<file path="config.mk">
export PLATFORM = sky130hd
export DESIGN_NAME = bkvi_ctrl
export DESIGN_NICKNAME = d
export VERILOG_FILES = /design/src/rtl/bkvi_pkg.sv /design/src/rtl/bkvi_ctrl.sv
export SDC_FILE = /design/constraint.sdc
export NUM_CORES = 1
export LEC_CHECK = 0
export ABC_AREA = 1
export BUFFER_PORTS_ARGS = -buffer_cell sky130_fd_sc_hd__buf_2
export CORE_UTILIZATION = 50
export CTS_CLUSTER_SIZE = 12
export DETAILED_ROUTE_END_ITERATION = 12
export HOLD_SLACK_MARGIN = 0.06
export PLACE_DENSITY = 0.72
export SLEW_MARGIN = 15
export SYNTH_ARGS = -nofsm -noshare
export SYNTH_HDL_FRONTEND = slang
export SYNTH_SLANG_ARGS = --single-unit
</file>
<file path="constraint.sdc">
create_clock -name clk_i -period 9 [get_ports clk_i]
set_input_delay 1.35 -clock clk_i [delete_from_list [all_inputs] [get_ports clk_i]]
set_output_delay 1.35 -clock clk_i [all_outputs]
set_load 0.01 [all_outputs]
</file>
<file path="src/rtl/bkvi_pkg.sv">
// Shared types, constants and control structures of the spline kernel core.
`default_nettype none

package bkvi_pkg;

  // Fixed field widths of the transaction payload.
  localparam int DATA_W = 48;
  localparam int HALF_W = DATA_W / 2;
  localparam int PROD_W = 2 * DATA_W;
  localparam int CMD_W  = 2;
  localparam int IDX_W  = 7;
  localparam int CFG_W  = 4;

  // Parameter defaults.
  localparam int DEF_MAX_ORDER = 8;
  localparam int DEF_FRAC_BITS = 32;

  // Spline order after reset.
  localparam logic [CFG_W-1:0] ORDER_RESET = CFG_W'(4);

  // Saturation limits of a 48-bit signed value.
  localparam logic signed [DATA_W-1:0] Q_MAX = {1'b0, {(DATA_W-1){1'b1}}};
  localparam logic signed [DATA_W-1:0] Q_MIN = {1'b1, {(DATA_W-1){1'b0}}};

  // Command codes of an input transaction.
  typedef enum logic [CMD_W-1:0] {
    CMD_LOAD_KERNEL   = 2'd0,
    CMD_LOAD_PRIM     = 2'd1,
    CMD_EVAL_VALUE    = 2'd2,
    CMD_EVAL_INTEGRAL = 2'd3
  } cmd_e;

  // Source of the working result register.
  typedef enum logic [2:0] {
    RES_KEEP,
    RES_ZERO,
    RES_ONE,
    RES_HORNER,
    RES_SUM
  } res_sel_e;

  // Evaluation point of one Horner pass.
  typedef enum logic [1:0] {
    PT_LO,
    PT_HI,
    PT_KLO,
    PT_KHI
  } point_sel_e;

  // Controller states.
  typedef enum logic [3:0] {
    ST_IDLE,
    ST_DECODE,
    ST_CLAMP,
    ST_RANGE,
    ST_H_READ,
    ST_H_INIT,
    ST_H_SETUP,
    ST_H_MUL,
    ST_H_ROUND,
    ST_H_ADD,
    ST_H_DONE,
    ST_SUM,
    ST_FINAL
  } state_e;

  // Commands from the controller to the datapath.
  typedef struct packed {
    logic       capture;
    logic       mem_wr;
    logic       swap;
    logic       clamp;
    logic       acc_clear;
    logic       rd_en;
    logic       hinit;
    logic       xop_load;
    point_sel_e psel;
    logic       mul_setup;
    logic       mul_step;
    logic [1:0] mul_phase;
    logic       round;
    logic       hadd;
    logic       acc_add;
    logic       acc_sub;
    res_sel_e   res_sel;
    logic       load_out;
  } dp_ctrl_t;

  // Status from the datapath to the controller.
  typedef struct packed {
    cmd_e cmd;
    logic in_support;
    logic range_empty;
  } dp_status_t;

endpackage

`default_nettype wire

</file>
<file path="src/rtl/bkvi_ctrl.sv">
// Sequencing controller: order register, loop counters and handshakes.
`default_nettype none

module bkvi_ctrl
  import bkvi_pkg::*;
#(
  parameter int MAX_ORDER = DEF_MAX_ORDER,
  localparam int NW = $clog2(MAX_ORDER + 1),
  localparam int CW = $clog2(MAX_ORDER + 2),
  localparam int PDEPTH = MAX_ORDER * (MAX_ORDER + 1),
  localparam int AW = (PDEPTH > 1) ? $clog2(PDEPTH) : 1
) (
  input  wire logic             clk_i,
  input  wire logic             rst_ni,
  input  wire logic             in_valid_i,
  output logic                  in_ready_o,
  output logic                  out_valid_o,
  input  wire logic             out_ready_i,
  input  wire logic             cfg_we_i,
  input  wire logic [CFG_W-1:0] cfg_wdata_i,
  input  wire dp_status_t       status_i,
  input  wire logic [NW-1:0]    j_value_i,
  input  wire logic [NW-1:0]    j_lo_i,
  input  wire logic [NW-1:0]    j_hi_i,
  output dp_ctrl_t              ctrl_o,
  output logic [NW-1:0]         n_o,
  output logic [NW-1:0]         j_o,
  output logic [AW-1:0]         addr_o
);

  state_e           state_q, state_d;
  logic [CFG_W-1:0] order_q;
  logic             out_valid_q, out_valid_d;
  logic             is_value_q, is_value_d;
  logic             upper_q, upper_d;
  logic [NW-1:0]    j_q, j_d;
  logic [NW-1:0]    jlo_q, jlo_d;
  logic [NW-1:0]    jhi_q, jhi_d;
  logic [AW-1:0]    base_q, base_d;
  logic [CW-1:0]    cnt_q, cnt_d;
  logic [CW-1:0]    i_q, i_d;
  logic [1:0]       ph_q, ph_d;
  logic [NW-1:0]    n;

  // Effective order: zero acts as one, anything above the maximum is clipped.
  always_comb begin
    if (order_q == '0) begin
      n = NW'(1);
    end else if (int'(order_q) > MAX_ORDER) begin
      n = NW'(MAX_ORDER);
    end else begin
      n = NW'(order_q);
    end
  end

  // Configuration register.
  always_ff @(posedge clk_i or negedge rst_ni) begin
    if (!rst_ni) begin
      order_q <= ORDER_RESET;
    end else if (cfg_we_i) begin
      order_q <= cfg_wdata_i;
    end
  end

  // State and counter registers.
  always_ff @(posedge clk_i or negedge rst_ni) begin
    if (!rst_ni) begin
      state_q     <= ST_IDLE;
      out_valid_q <= 1'b0;
      is_value_q  <= 1'b0;
      upper_q     <= 1'b0;
      j_q         <= '0;
      jlo_q       <= '0;
      jhi_q       <= '0;
      base_q      <= '0;
      cnt_q       <= '0;
      i_q         <= '0;
      ph_q        <= '0;
    end else begin
      state_q     <= state_d;
      out_valid_q <= out_valid_d;
      is_value_q  <= is_value_d;
      upper_q     <= upper_d;
      j_q         <= j_d;
      jlo_q       <= jlo_d;
      jhi_q       <= jhi_d;
      base_q      <= base_d;
      cnt_q       <= cnt_d;
      i_q         <= i_d;
      ph_q        <= ph_d;
    end
  end

  // Next state and datapath commands.
  always_comb begin
    state_d     = state_q;
    out_valid_d = out_valid_q & ~out_ready_i;
    is_value_d  = is_value_q;
    upper_d     = upper_q;
    j_d         = j_q;
    jlo_d       = jlo_q;
    jhi_d       = jhi_q;
    base_d      = base_q;
    cnt_d       = cnt_q;
    i_d         = i_q;
    ph_d        = ph_q;
    ctrl_o      = '0;
    in_ready_o  = 1'b0;
    addr_o      = base_q + AW'(i_q - CW'(1));

    case (state_q)
      ST_IDLE: begin
        in_ready_o = 1'b1;
        if (in_valid_i) begin
          ctrl_o.capture = 1'b1;
          state_d        = ST_DECODE;
        end
      end

      ST_DECODE: begin
        case (status_i.cmd)
          CMD_LOAD_KERNEL, CMD_LOAD_PRIM: begin
            ctrl_o.mem_wr  = 1'b1;
            ctrl_o.res_sel = RES_ZERO;
            state_d        = ST_FINAL;
          end
          CMD_EVAL_VALUE: begin
            is_value_d = 1'b1;
            if (!status_i.in_support) begin
              ctrl_o.res_sel = RES_ZERO;
              state_d        = ST_FINAL;
            end else if (n == NW'(1)) begin
              ctrl_o.res_sel = RES_ONE;
              state_d        = ST_FINAL;
            end else begin
              j_d     = j_value_i;
              base_d  = AW'(AW'(j_value_i) * AW'(n));
              cnt_d   = CW'(n);
              state_d = ST_H_READ;
            end
          end
          CMD_EVAL_INTEGRAL: begin
            is_value_d  = 1'b0;
            ctrl_o.swap = 1'b1;
            state_d     = ST_CLAMP;
          end
          default: begin
            state_d = ST_IDLE;
          end
        endcase
      end

      ST_CLAMP: begin
        ctrl_o.clamp     = 1'b1;
        ctrl_o.acc_clear = 1'b1;
        state_d          = ST_RANGE;
      end

      // First and last interval of the clamped range.
      ST_RANGE: begin
        if (status_i.range_empty) begin
          ctrl_o.res_sel = RES_ZERO;
          state_d        = ST_FINAL;
        end else begin
          j_d     = j_lo_i;
          jlo_d   = j_lo_i;
          jhi_d   = j_hi_i;
          base_d  = AW'(AW'(j_lo_i) * (AW'(n) + AW'(1)));
          cnt_d   = CW'(n) + CW'(1);
          upper_d = 1'b1;
          state_d = ST_H_READ;
        end
      end

      // Fetch the leading coefficient of this polynomial.
      ST_H_READ: begin
        ctrl_o.rd_en = 1'b1;
        addr_o       = base_q + AW'(cnt_q - CW'(1));
        i_d          = cnt_q - CW'(1);
        state_d      = ST_H_INIT;
      end

      ST_H_INIT: begin
        ctrl_o.hinit    = 1'b1;
        ctrl_o.xop_load = 1'b1;
        if (is_value_q) begin
          ctrl_o.psel = PT_LO;
        end else if (upper_q) begin
          ctrl_o.psel = (j_q == jhi_q) ? PT_HI : PT_KHI;
        end else begin
          ctrl_o.psel = (j_q == jlo_q) ? PT_LO : PT_KLO;
        end
        state_d = ST_H_SETUP;
      end

      // One Horner step: fetch the next coefficient, start the product.
      ST_H_SETUP: begin
        ctrl_o.mul_setup = 1'b1;
        ctrl_o.rd_en     = 1'b1;
        ph_d             = '0;
        state_d          = ST_H_MUL;
      end

      ST_H_MUL: begin
        ctrl_o.mul_step  = 1'b1;
        ctrl_o.mul_phase = ph_q;
        ph_d             = ph_q + 2'd1;
        if (ph_q == 2'd3) begin
          state_d = ST_H_ROUND;
        end
      end

      ST_H_ROUND: begin
        ctrl_o.round = 1'b1;
        state_d      = ST_H_ADD;
      end

      ST_H_ADD: begin
        ctrl_o.hadd = 1'b1;
        if (i_q == CW'(1)) begin
          state_d = ST_H_DONE;
        end else begin
          i_d     = i_q - CW'(1);
          state_d = ST_H_SETUP;
        end
      end

      // Polynomial finished: deliver it or fold it into the integral.
      ST_H_DONE: begin
        if (is_value_q) begin
          ctrl_o.res_sel = RES_HORNER;
          state_d        = ST_FINAL;
        end else if (upper_q) begin
          ctrl_o.acc_add = 1'b1;
          upper_d        = 1'b0;
          state_d        = ST_H_READ;
        end else begin
          ctrl_o.acc_sub = 1'b1;
          if (j_q == jhi_q) begin
            state_d = ST_SUM;
          end else begin
            j_d     = j_q + NW'(1);
            base_d  = base_q + AW'(n) + AW'(1);
            upper_d = 1'b1;
            state_d = ST_H_READ;
          end
        end
      end

      ST_SUM: begin
        ctrl_o.res_sel = RES_SUM;
        state_d        = ST_FINAL;
      end

      // Hand the result to the output register once it is free.
      ST_FINAL: begin
        if (!out_valid_q || out_ready_i) begin
          ctrl_o.load_out = 1'b1;
          out_valid_d     = 1'b1;
          state_d         = ST_IDLE;
        end
      end

      default: begin
        state_d = ST_IDLE;
      end
    endcase
  end

  assign out_valid_o = out_valid_q;
  assign n_o         = n;
  assign j_o         = j_q;

endmodule

`default_nettype wire

</file>
# After elaboration in Yosys (flattened, before gate mapping)
# Cells that the tools add are included.
# Widths: inputs -> output; s select.
[word_totals]
ff_bits = 40
wordCells = 157
out_inout_bits = 39
input_bits = 25
[classes]
n_bitwise = 3
n_addsub = 12
n_reduce_logical = 20
mux = 76
order_cmp = 1
mul = 2
eq_ne = 31
[ops]
columns = ["operator", "count"]
rows = [
  ["$mux 4", 25],
  ["$mux 7", 8],
  ["$pmux 4 s13", 1],
  ["$pmux 4 s3", 2],
  ["$mux 2", 11],
  ["$pmux 7 s3", 1],
  ["$eq 4x4->1 const B", 5],
  ["$mux 1", 20],
  ["$ne 2x2->1 const B", 10],
  ["$eq 4x3->1 const B", 4],
  ["$pmux 4 s2", 2],
  ["$add 7x7->7", 2],
  ["$eq 4x1->1 const B", 3],
  ["$pmux 3 s4", 1],
  ["$reduce_bool 2->1", 5],
  ["$sub 4x1->5 const B", 2],
  ["$add 4x1->4 const B", 2],
  ["$eq 4x2->1 const B", 2],
  ["$eq 4x4->1", 2],
  ["$logic_not 4->1", 2],
  ["$pmux 2 s2", 2],
  ["$reduce_and 8->1", 1],
  ["$sub 4x1->4 const B", 2],
  ["$add 7x1->7 const B", 1],
  ["21 further kinds", 29],
]

# Depth between registers and ports, before layout
# Gate-level depths: netlist of run 1.
[logic_depth]
word_depth = 9
mapped_depth = 20
depth_no_buf = 20

# Worst setup path before layout of run 1
# Ideal clock, no wire load.
[synth_path]
kind = "flip-flop to flip-flop"
start = "reg order_q[3]"
end = "reg base_q[6]"
required_ns = 8.885
n_path_buf = 1
setup_time_ns = 0.115
setup_slack_ns = 5.054
t_arrival_ns = 3.830
period_less_slack_ns = 3.946
stages_incl_launch_ff = 18
path_cell_list = "dfrtp_1 > buf_2 > o21ai_1 > ha_1 > xnor2_1 > or2_2 > fa_1 > fa_1 > inv_1 > fa_1 > nand2_1 > nand2_1 > a21oi_1 > nand3_1 > nand3_1 > nand2_1 > nor2_1 > nor2_1"
[synth_between]
elab_chain_len = 9
word_cells_on_any_way = 20
cone_classes = "add/sub (3); mul (2); order compare (1); eq/ne (2); mux (10); reduce/logical (2)"
[synth_lines]
columns = ["item", "line_no", "source"]
rows = [
  ["start, declared", "bkvi_ctrl.sv:32", "logic [CFG_W-1:0] order_q;"],
  ["start signal, assigned", "bkvi_ctrl.sv:61", "order_q <= cfg_wdata_i;"],
  ["$gt 4x4->1", "bkvi_ctrl.sv:49", "end else if (int'(order_q) > MAX_ORDER) begin"],
  ["$mux 4", "bkvi_ctrl.sv:49", ""],
  ["$mux 4 *", "bkvi_ctrl.sv:47", "if (order_q == '0) begin"],
  ["via n_o[0]", "bkvi_ctrl.sv:26", "output logic [NW-1:0] n_o,"],
  ["parallel branches: the longest is 6 deep, another holds $mul 4x5->7", "-", ""],
  ["end signal, assigned", "bkvi_ctrl.sv:87", "base_q <= base_d;"],
  ["end, declared", "bkvi_ctrl.sv:39", "logic [AW-1:0] base_q, base_d;"],
]
# Mark *: on every way through the listed nets, which the timed path passes. The select of a mux whose other input is x is not followed.
# A chain may end at the register's enable or synchronous reset.

# Final worst setup path of run 1
[layout_path]
start = "reg order_q[3]"
end = "reg base_q[6]"
[layout_between]
elab_chain_len = 9
word_cells_on_any_way = 20
cone_classes = "add/sub (3); mul (2); order compare (1); eq/ne (2); mux (10); reduce/logical (2)"
[layout_lines]
columns = ["item", "line_no"]
rows = [
  ["$gt 4x4->1", "bkvi_ctrl.sv:49"],
  ["$mux 4", "bkvi_ctrl.sv:49"],
  ["$mux 4 *", "bkvi_ctrl.sv:47"],
  ["parallel branches: the longest is 6 deep, another holds $mul 4x5->7", "-"],
]
# Mark *: on every way between the ends. The select of a mux whose other input is x is not followed.

==> reports/results.ini, run 1 <==
[sta]
fin_tns_setup_ns=0
fin_crit_ns=4.27
period_share_pct=47.5
setup_viol=0
slew_viol_final=0
rsz0062_at_grt=false
fin_skew_ns=0.0116
hold_viol=0
relSlewSlack_pct=36.9
tightest_slew_ns=0.947
fmax_mhz=234

[synthesis]
ys_ff_latch=40
synth_top_area_share_pct=25.0
yosys_warnings=0
yosysMostFrequentCell=nand2_1
synthCells=566
netlist_area_um2=3900
ys_types=38
synth_common_cells=nand2_1, inv_1, nor2_1
async_reset_ff_share_pct=100
synthTopCellsByArea=dfrtp_1, nand2_1, ha_1
synth_edf_count=0
yosysTopAreaCell=dfrtp_1
syn_area_per_cell_um2=6.90
yosys_most_used_dff=dfrtp_1
synth_fp_nets=639
yosysSeqAreaShare_pct=25.7

[global_routing]
grt_pass1_vias=3632
antenna_found_initial=0
grt_max_degree=41
grt_usage_pct=25.6
grt_pass1_wl_um=17100
gr-total-overflow=0

[outcome]
status=completed

[clock_tree]
ctsRootBufferMaster=clkbuf_8
cts_resized=0
htreeDepth=2
cts_tree=built
clock_latency_ns=0.30
cts_num_sinks=40
hold_buffers=0
cts_setup_buffers=0
clockBufferDepth=2
clk_pin_slew_worst_paths_ns=0.09
cts_buffers=5

[detailed_routing]
via_count=3706
vias_per_cell=5.11
firstDrtPassIters=5
drt-wirelength-per-cell_um=13.6
routed_wl_um=9860
drc=0
antenna_left=0
drt-initial-drc-count=135

[floorplan]
die_y_um=90.4
die-area_um2=8170
die_w_um=90.4
initial_utilization_pct=52.7
ios=64
fp.coreArea_um2=7410
num_rows=31

[placement]
hpwl_um=8000
routabilityCongestion=0.910
port_buffers=63

[pwr]
peakVddDrop_mv=0.138
power_leakage_uw=0.00259
p_per_area_nw_per_um2=303
finalPower_uw=1330

[cells_and_area]
n_fill_cell=723
antenna_cells=0
area_growth_pct=12.4
layout-drive-gt1-share_pct=14.2
nets=698

[critical_path]
required_ns=9.21
crit_fanout=13
critPathArrivalTime_ns=4.48
worstSetupEndpointType=flop
crit_path_start_kind=flop
critPathKind=reg -> reg

[flow_run]
cap_violations=0

[worst_hold_path]
hp-class=reg -> reg

state kept, by name, summed over array words and instances, names as in the netlist:
name and count:
base_q 7, cnt_q 4, i_q 4, j_o 4, jhi_q 4, jlo_q 4
order_q 4, state_q 4, ph_q 2, is_value_q 1, out_valid_o 1, upper_q 1
cells by family (layout without fill, tap and decap cells):
kind of cell / Yosys count / count (layout) / synth area share, %
compound gates: 67 / 67 / 9.61
fa+ha+maj: 48 / 48 / 17.7
other cells: 2 / 2 / 0.192
buf+inv: 105 / 165 / 10.7
mux: 5 / 5 / 1.41
xor+xnor: 25 / 25 / 5.61
simple gates: 274 / 274 / 29.1
flops: 40 / 40 / 25.7
power by group:
| group | total [uW] | internal (uW) | switching, uW | leakage (uW) |
|---|---|---|---|---|
| combinational | 837 | 332 | 506 | 0.00203 |
| sequential | 337 | 255 | 82.2 | 0.000499 |
| clock | 154 | 82.2 | 71.5 | 0.0000541 |
metrics by stage:
step | setup slack (ns) | cells | hold WS, ns | instance area, um^2 | util (%)
2_1_floorplan | 5.05 | 566 | 0.469 | 3910 | -
3_3_place_gp | 4.92 | 717 | 0.495 | 4280 | 57.8
3_5_place_dp | 4.80 | 717 | 0.498 | 4280 | 57.8
4_1_cts | 4.79 | 725 | 0.522 | 4390 | 59.3
5_1_grt | 4.51 | 725 | 0.536 | 4390 | 59.3
6_report | 4.73 | 725 | 0.512 | 4390 | 59.3
final cells by class:
type	count	area, um^2	share of cell area, %
Clock inverter	3	42.5	0.969
Timing Repair Buffer	63	315	7.18
Multi-Input combinational cell	421	2480	56.6
Sequential cell	40	1000	22.8
Inverter	94	353	8.04
Clock buffer	5	68.8	1.57
Tap cell	99	124	2.82
final timing paths:
kind	start	end	slack, ns	cells past startpoint
worst max-delay path	order_q[3]	base_q[6]	4.73	18
worst max register to register	order_q[3]	base_q[6]	4.73	18
worst min-delay path	jlo_q[0]	jlo_q[0]	0.51	2
max in group asynchronous	rst_ni	base_q[3]	7.22	1
worst min register to register	jlo_q[0]	jlo_q[0]	0.51	2
min in group asynchronous	rst_ni	base_q[6]	1.20	1
cells in the final DEF, fill, tap and decap left out, drive strengths merged, types with 9 or more instances in the layout:
| master | instances |
|---|---|
| inv | 94 |
| xnor2 | 9 |
| fa | 12 |
| ha | 36 |
| buf | 63 |
| xor2 | 16 |
| nand2 | 158 |
| a21oi | 14 |
| nor2 | 60 |
| dfrtp | 39 |
| o21ai | 43 |
| nand3 | 37 |
per-layer routing:
metal | global-route usage [%] | share of wire [%]
met5 | 0 | 0
met4 | 7.39 | 1.7
met3 | 2.86 | 4.1
met2 | 43.8 | 48
met1 | 34.1 | 46
critical path, stage by stage (launching register included):
cell,delay [ns]
dfrtp_1,0.53
nor2_1,0.19
nand2_1,0.07
o21ai_1,0.38
ha_1,0.28
xnor2_1,0.17
or2_2,0.35
fa_1,0.47
fa_1,0.54
inv_1,0.07
fa_1,0.43
nand2_1,0.10
nand2_1,0.06
a21oi_1,0.16
nand3_1,0.09
nand3_1,0.09
nand2_1,0.06
nor2_1,0.08
nor2_1,0.05
Power figures use the tool's default switching activity.
==> run 2: changes to the inputs <==
--- a/config.mk
+++ b/config.mk
@@ -5,13 +5,13 @@
 export SDC_FILE = /design/constraint.sdc
 export NUM_CORES = 1
 export LEC_CHECK = 0
-export ABC_AREA = 1
+export ABC_AREA = 0
 export BUFFER_PORTS_ARGS = -buffer_cell sky130_fd_sc_hd__buf_2
 export CORE_UTILIZATION = 50
 export CTS_CLUSTER_SIZE = 12
 export DETAILED_ROUTE_END_ITERATION = 12
 export HOLD_SLACK_MARGIN = 0.06
-export PLACE_DENSITY = 0.72
+export PLACE_DENSITY = 0.75
 export SLEW_MARGIN = 15
 export SYNTH_ARGS = -nofsm -noshare
 export SYNTH_HDL_FRONTEND = slang
==> constraint.sdc (replaced) <==
create_clock -name clk_i -period 3.6 [get_ports clk_i]
set_input_delay 0.54 -clock clk_i [delete_from_list [all_inputs] [get_ports clk_i]]
set_output_delay 0.54 -clock clk_i [all_outputs]
set_load 0.01 [all_outputs]
==> run 2 against run 1 <==
  * Register-to-register slack worse by 4.6 ns
  * Core utilization rose by 0.45 points
  * Sequential share of layout area decreased by 1.1 points
  * First-iteration DRC count increased by 44%
  * Total power is 8.5% lower
  * Critical endpoint is now addr_o[6]
==> reports/results.ini, run 2 <==
[outcome]
status=completed

[floorplan]
initial_utilization_pct=51.7
ios=64
die_y_um=91.4
die-area_um2=8350
fp.coreArea_um2=7730
die_w_um=91.4
num_rows=32

[synthesis]
yosys_warnings=0
synthCells=452
synth_top_area_share_pct=24.4
synth_fp_nets=525
yosysTopAreaCell=dfrtp_1
yosysSeqAreaShare_pct=25.1
synthTopCellsByArea=dfrtp_1, ha_1, fa_1
synth_common_cells=dfrtp_1, ha_1, nand2_1
netlist_area_um2=3990
yosysMostFrequentCell=dfrtp_1
ys_types=71
yosys_most_used_dff=dfrtp_1
syn_area_per_cell_um2=8.84
async_reset_ff_share_pct=100
ys_ff_latch=40
synth_edf_count=0

[cells_and_area]
regMostFlops=base_q
largest_reg_flops=7
final_common_cell=buf_2
layout-drive-gt1-share_pct=25.1
nets=586
n_fill_cell=661
stdcell_area_um2=4610
final_cell_mix=buf_2, dfrtp_1, nand2_1
antenna_cells=0
area_growth_pct=15.5

[critical_path]
worstSetupEndpointType=output pin
rr_startpoint=order_q[2]
slowest_stage=or4b_4
crit_path_start_kind=flop
r2r_slack_ns=0.12
critPathArrivalTime_ns=2.95
required_ns=3.06
worstPathCellList=or4b_4, o21a_1, ha_2, fa_2, a21o_1, a21oi_2, o21bai_1, a21oi_1, xnor3_1, buf_2
rr_endpoint=base_q[6]
critPathLaunch=state_q[1]
endpoint=addr_o[6]
critPathKind=reg -> out
crit_fanout=2
max_stage_delay_ns=0.55
worstRegToRegCells=16

[placement]
port_buffers=63
post-place-ws_ns=-0.0429
post_dp_cell_area_um2=4450
routabilityCongestion=0.872
hpwl_um=7650

[clock_tree]
cts_buffers=5
cts_tree=built
ctsRootBufferMaster=clkbuf_8
cts_num_sinks=40
cts_setup_buffers=0
clock_latency_ns=0.30
clk_pin_slew_worst_paths_ns=0.08
htreeDepth=2
clockBufferDepth=2

[pwr]
finalPower_uw=1220
p_per_area_nw_per_um2=263
peakVddDrop_mv=0.255
power_leakage_uw=0.00232

[detailed_routing]
drt-initial-drc-count=194
drt-wirelength-per-cell_um=16.1
drc=0
vias_per_cell=5.69
antenna_left=0
firstDrtPassIters=4
routed_wl_um=9930
via_count=3506

[global_routing]
antenna_found_initial=0
grt_pass1_vias=3425
grt_pass1_wl_um=16200
grt_usage_pct=24.4
grt_max_degree=41
gr-total-overflow=0

[sta]
fmax_mhz=287
slew_viol_final=0
finalWorstSetupSlack_ns=0.114
setup_viol=0
relSlewSlack_pct=38.1
rsz0062_at_grt=true
fin_skew_ns=0.00877
period_share_pct=96.8
hold_viol=0
tightest_slew_ns=0.928
whs_ns=0.366
fin_crit_ns=3.49

[flow_run]
cap_violations=0

[worst_hold_path]
hp-class=in -> async

==> run 2: cell families (layout without fill, tap and decap cells) <==
| group | count (synthesis) | in the layout | share of synthesized area [%] |
|---|---|---|---|
| flops | 40 | 40 | 25.1 |
| compound gates | 107 | 107 | 18.4 |
| xor+xnor | 28 | 28 | 6.83 |
| simple gates | 157 | 157 | 21.4 |
| buf+inv | 51 | 113 | 5.54 |
| mux | 19 | 19 | 5.26 |
| other cells | 2 | 2 | 0.188 |
| fa+ha+maj | 48 | 48 | 17.3 |
==> run 2: worst min path at each step <==
stage / start / to / slack [ns] / depth (start not counted)
after floorplan: rst_ni / base_q[0] / 0.24 / 0
after global placement: ph_q[1] / ph_q[1] / 0.49 / 2
after detailed placement: ph_q[1] / ph_q[1] / 0.51 / 2
after CTS: rst_ni / i_q[3] / 0.41 / 1
after global routing: rst_ni / i_q[3] / 0.45 / 1
final: rst_ni / i_q[3] / 0.37 / 1
==> run 2: per-stage QoR <==
| stage | std cells | TNS, ns | utilization (%) |
|---|---|---|---|
| after floorplan | 452 | 0 | - |
| after global placement | 608 | 0 | 57.6 |
| after detailed placement | 608 | -0.0429 | 57.6 |
| after CTS | 616 | 0 | 59.3 |
| after global routing | 616 | -0.0320 | 59.7 |
| final | 616 | 0 | 59.7 |
==> run 2: repair_timing <==
action	4_1_cts	5_1_grt
hold buffers	0	0
endpoints found under the setup margin	2	4
resized for setup	4	9
pin swaps	0	5
==> run 2: worst max-delay path: cells and delay by family (launching register included) <==
family	cells	cell delay (ns)
AO/OA/AOI/OAI	5	0.78
AND/OR/NAND/NOR	1	0.55
adder cells (fa/ha/maj)	2	0.54
flip-flops	1	0.39
XOR/XNOR	1	0.24
buffers and inverters	1	0.15
==> run 2: where the power goes <==
part / switching [uW] / internal (uW) / leakage (uW)
clock network: 168 / 206 / 0.0000552
logic: 195 / 178 / 0.00177
registers: 9.55 / 459 / 0.000495
==> run 2: final cells by class <==
class	instances	area, um^2	share of cell area [%]
clock inverter	2	35.0	0.759
multi-input combinational	361	2850	61.7
sequential	40	1000	21.7
tap	102	128	2.77
timing repair buffer	77	424	9.19
inverter	28	105	2.28
clock buffer	6	72.6	1.57
==> run 2: metal layers <==
layer | track usage, % | wire length (um) | up-vias
met5 | 0 | 0 | -
met4 | 8.07 | 190 | 0
met3 | 3.43 | 429 | 14
met2 | 42.4 | 4900 | 105
met1 | 31.0 | 4410 | 1673
li1 | - | - | 1714
==> run 3: changes to the inputs <==
==> constraint.sdc (replaced) <==
create_clock -name clk_i -period 3.6 [get_ports clk_i]
set_input_delay 0 -clock clk_i [delete_from_list [all_inputs] [get_ports clk_i]]
set_output_delay 0 -clock clk_i [all_outputs]
set_load 0.01 [all_outputs]
==> run 3 against run 2 <==
  * Clock skew shrank 0.0019 ns
  * Non-clock buffer count up 20
  * Worst setup slack got worse by 0.031 ns
  * Register-to-register slack got worse by 0.04 ns
  * Total power rose by 2.2%
  * Cell count grew 3.2%
  * Count of clock-buffer cells in the layout down 1
  * Sequential power about the same
  * Combinational power is 6.2% higher
  * Die area stayed put
  * Largest cell class unchanged
==> reports/results.ini, run 3 (same netlist as run 2, synthesis figures left out) <==
[outcome]
status=completed

[sta]
fin_crit_ns=3.52
fin_skew_ns=0.00685
fin_tns_setup_ns=0
fmax_mhz=284
hold_viol=0
tightest_slew_ns=0.902
period_share_pct=97.7
setup_viol=0
finalWorstSetupSlack_ns=0.0825
slew_viol_final=0
relSlewSlack_pct=39.9

[critical_path]
worstSetupEndpointType=flop
crit_family=adder cells
critPathArrivalTime_ns=3.74
slowest_stage=fa_1
required_ns=3.82
critPathKind=reg -> reg
crit_path_start_kind=flop
max_stage_delay_ns=0.52
rr_endpoint=base_q[6]
crit_fanout=7
r2r_slack_ns=0.08
worstRegToRegCells=14
worstPathCellList=buf_4, nor2b_2, buf_4, and2_1, fa_1, inv_1, fa_1, inv_1, fa_2, a21o_1, a21oi_1, xnor2_1, a22oi_1, a31oi_1
rr_startpoint=order_q[2]
path_buf_inv=4

[clock_tree]
cts_tree=built
ctsRootBufferMaster=clkbuf_8
clock_latency_ns=0.30
clk_pin_slew_worst_paths_ns=0.09
cts_buffers=5
clockBufferDepth=2
cts_num_sinks=40
htreeDepth=2

[placement]
hpwl_um=7410
routabilityCongestion=0.862
port_buffers=63
post-place-ws_ns=-0.0841
dp.cells=607

[floorplan]
fp.coreArea_um2=7730
die_w_um=91.4
num_rows=32
die_y_um=91.4
die-area_um2=8350
initial_utilization_pct=51.7
ios=64

[detailed_routing]
via_count=3610
drc=0
vias_per_cell=5.68
drt-wirelength-per-cell_um=15.6
routed_wl_um=9940
firstDrtPassIters=4
drt-initial-drc-count=230
antenna_left=0

[worst_hold_path]
worstHoldEndpoint=is_value_q
hp-class=in -> reg
min_path_cells=3
worstHoldStart=status_i[3]

[pwr]
power_leakage_uw=0.00241
peakVddDrop_mv=0.171
p_per_area_nw_per_um2=258

[flow_run]
cap_violations=0

[cells_and_area]
nets=606
regMostFlops=base_q
area_growth_pct=20.4
final_common_cell=buf_2
antenna_cells=0
final_cell_mix=buf_2, dfrtp_1, nand2_1, ha_1, nor2_1
largest_reg_flops=7
stdcell_count=636
layout-drive-gt1-share_pct=23.8

[global_routing]
grt_max_degree=41
grt_usage_pct=24.9
grt_pass1_vias=3508
antenna_found_initial=0
gr-total-overflow=0
grt_pass1_wl_um=16700

==> run 3: changes by cell type in the layout (fill, tap and decap cells not counted), sizes merged <==
| cell | previous run | this run |
|---|---|---|
| dlygate4sd3 | 0 | 19 |
| buf | 77 | 78 |
| clkbuf | 6 | 5 |
| clkinvlp | 0 | 1 |
==> run 3: timing repair <==
| action | CTS | global route |
|---|---|---|
| endpoints found under the hold margin | 55 | 0 |
| gates resized for setup | 4 | 5 |
| endpoints found under the setup margin | 1 | 3 |
| pin swaps | 1 | 3 |
| setup buffers | 0 | 2 |
| hold buffers | 19 | 0 |
==> run 3: stage by stage <==
step	cell area (um^2)	utilization (%)	hold WS [ns]	total power, uW
after floorplan	4020	-	-0.296	710
after global placement	4440	57.5	0.183	806
final	4810	62.2	0.0674	1240
after global routing	4810	62.2	0.100	1310
after CTS	4760	61.7	0.0609	1220
after detailed placement	4440	57.5	0.187	820
==> run 3: worst min-delay path, stage by stage <==
cell and delay [ns]:
buf_2 0.15, a21oi_1 0.13, nor2_1 0.05
==> run 3: power breakdown <==
group	leakage (uW)	switching, uW	internal (uW)	total [uW]
clock network	0.0000541	173	205	378
registers	0.000495	9.84	459	469
logic	0.00186	200	196	396
==> run 3: area by class of cell <==
class	instances	area, um^2
inverter	28	105
sequential	40	1000
tap	102	128
fill	656	2920
clock buffer	5	68.8
multi-input combinational	361	2840
clock inverter	3	42.5
timing repair buffer	97	618
==> run 3: worst max path at each step <==
stage,start,to,slack (ns),cells past startpoint
floorplan,order_q[3],base_q[6],0.007,14
global placement,order_q[2],base_q[6],0.03,14
finish,order_q[2],base_q[6],0.08,14
detailed placement,order_q[2],base_q[6],-0.08,14
global route,order_q[2],base_q[6],-0.03,14
CTS,order_q[2],base_q[6],0.01,14
==> run 3: per-layer routing <==
| layer | vias up | GRT usage (%) | share of wire, % |
|---|---|---|---|
| met5 | - | 0 | 0 |
| met4 | 0 | 8.47 | 2.3 |
| met3 | 22 | 2.68 | 4.7 |
| met2 | 117 | 42.8 | 49 |
| met1 | 1716 | 32.6 | 44 |
| li1 | 1755 | - | - |
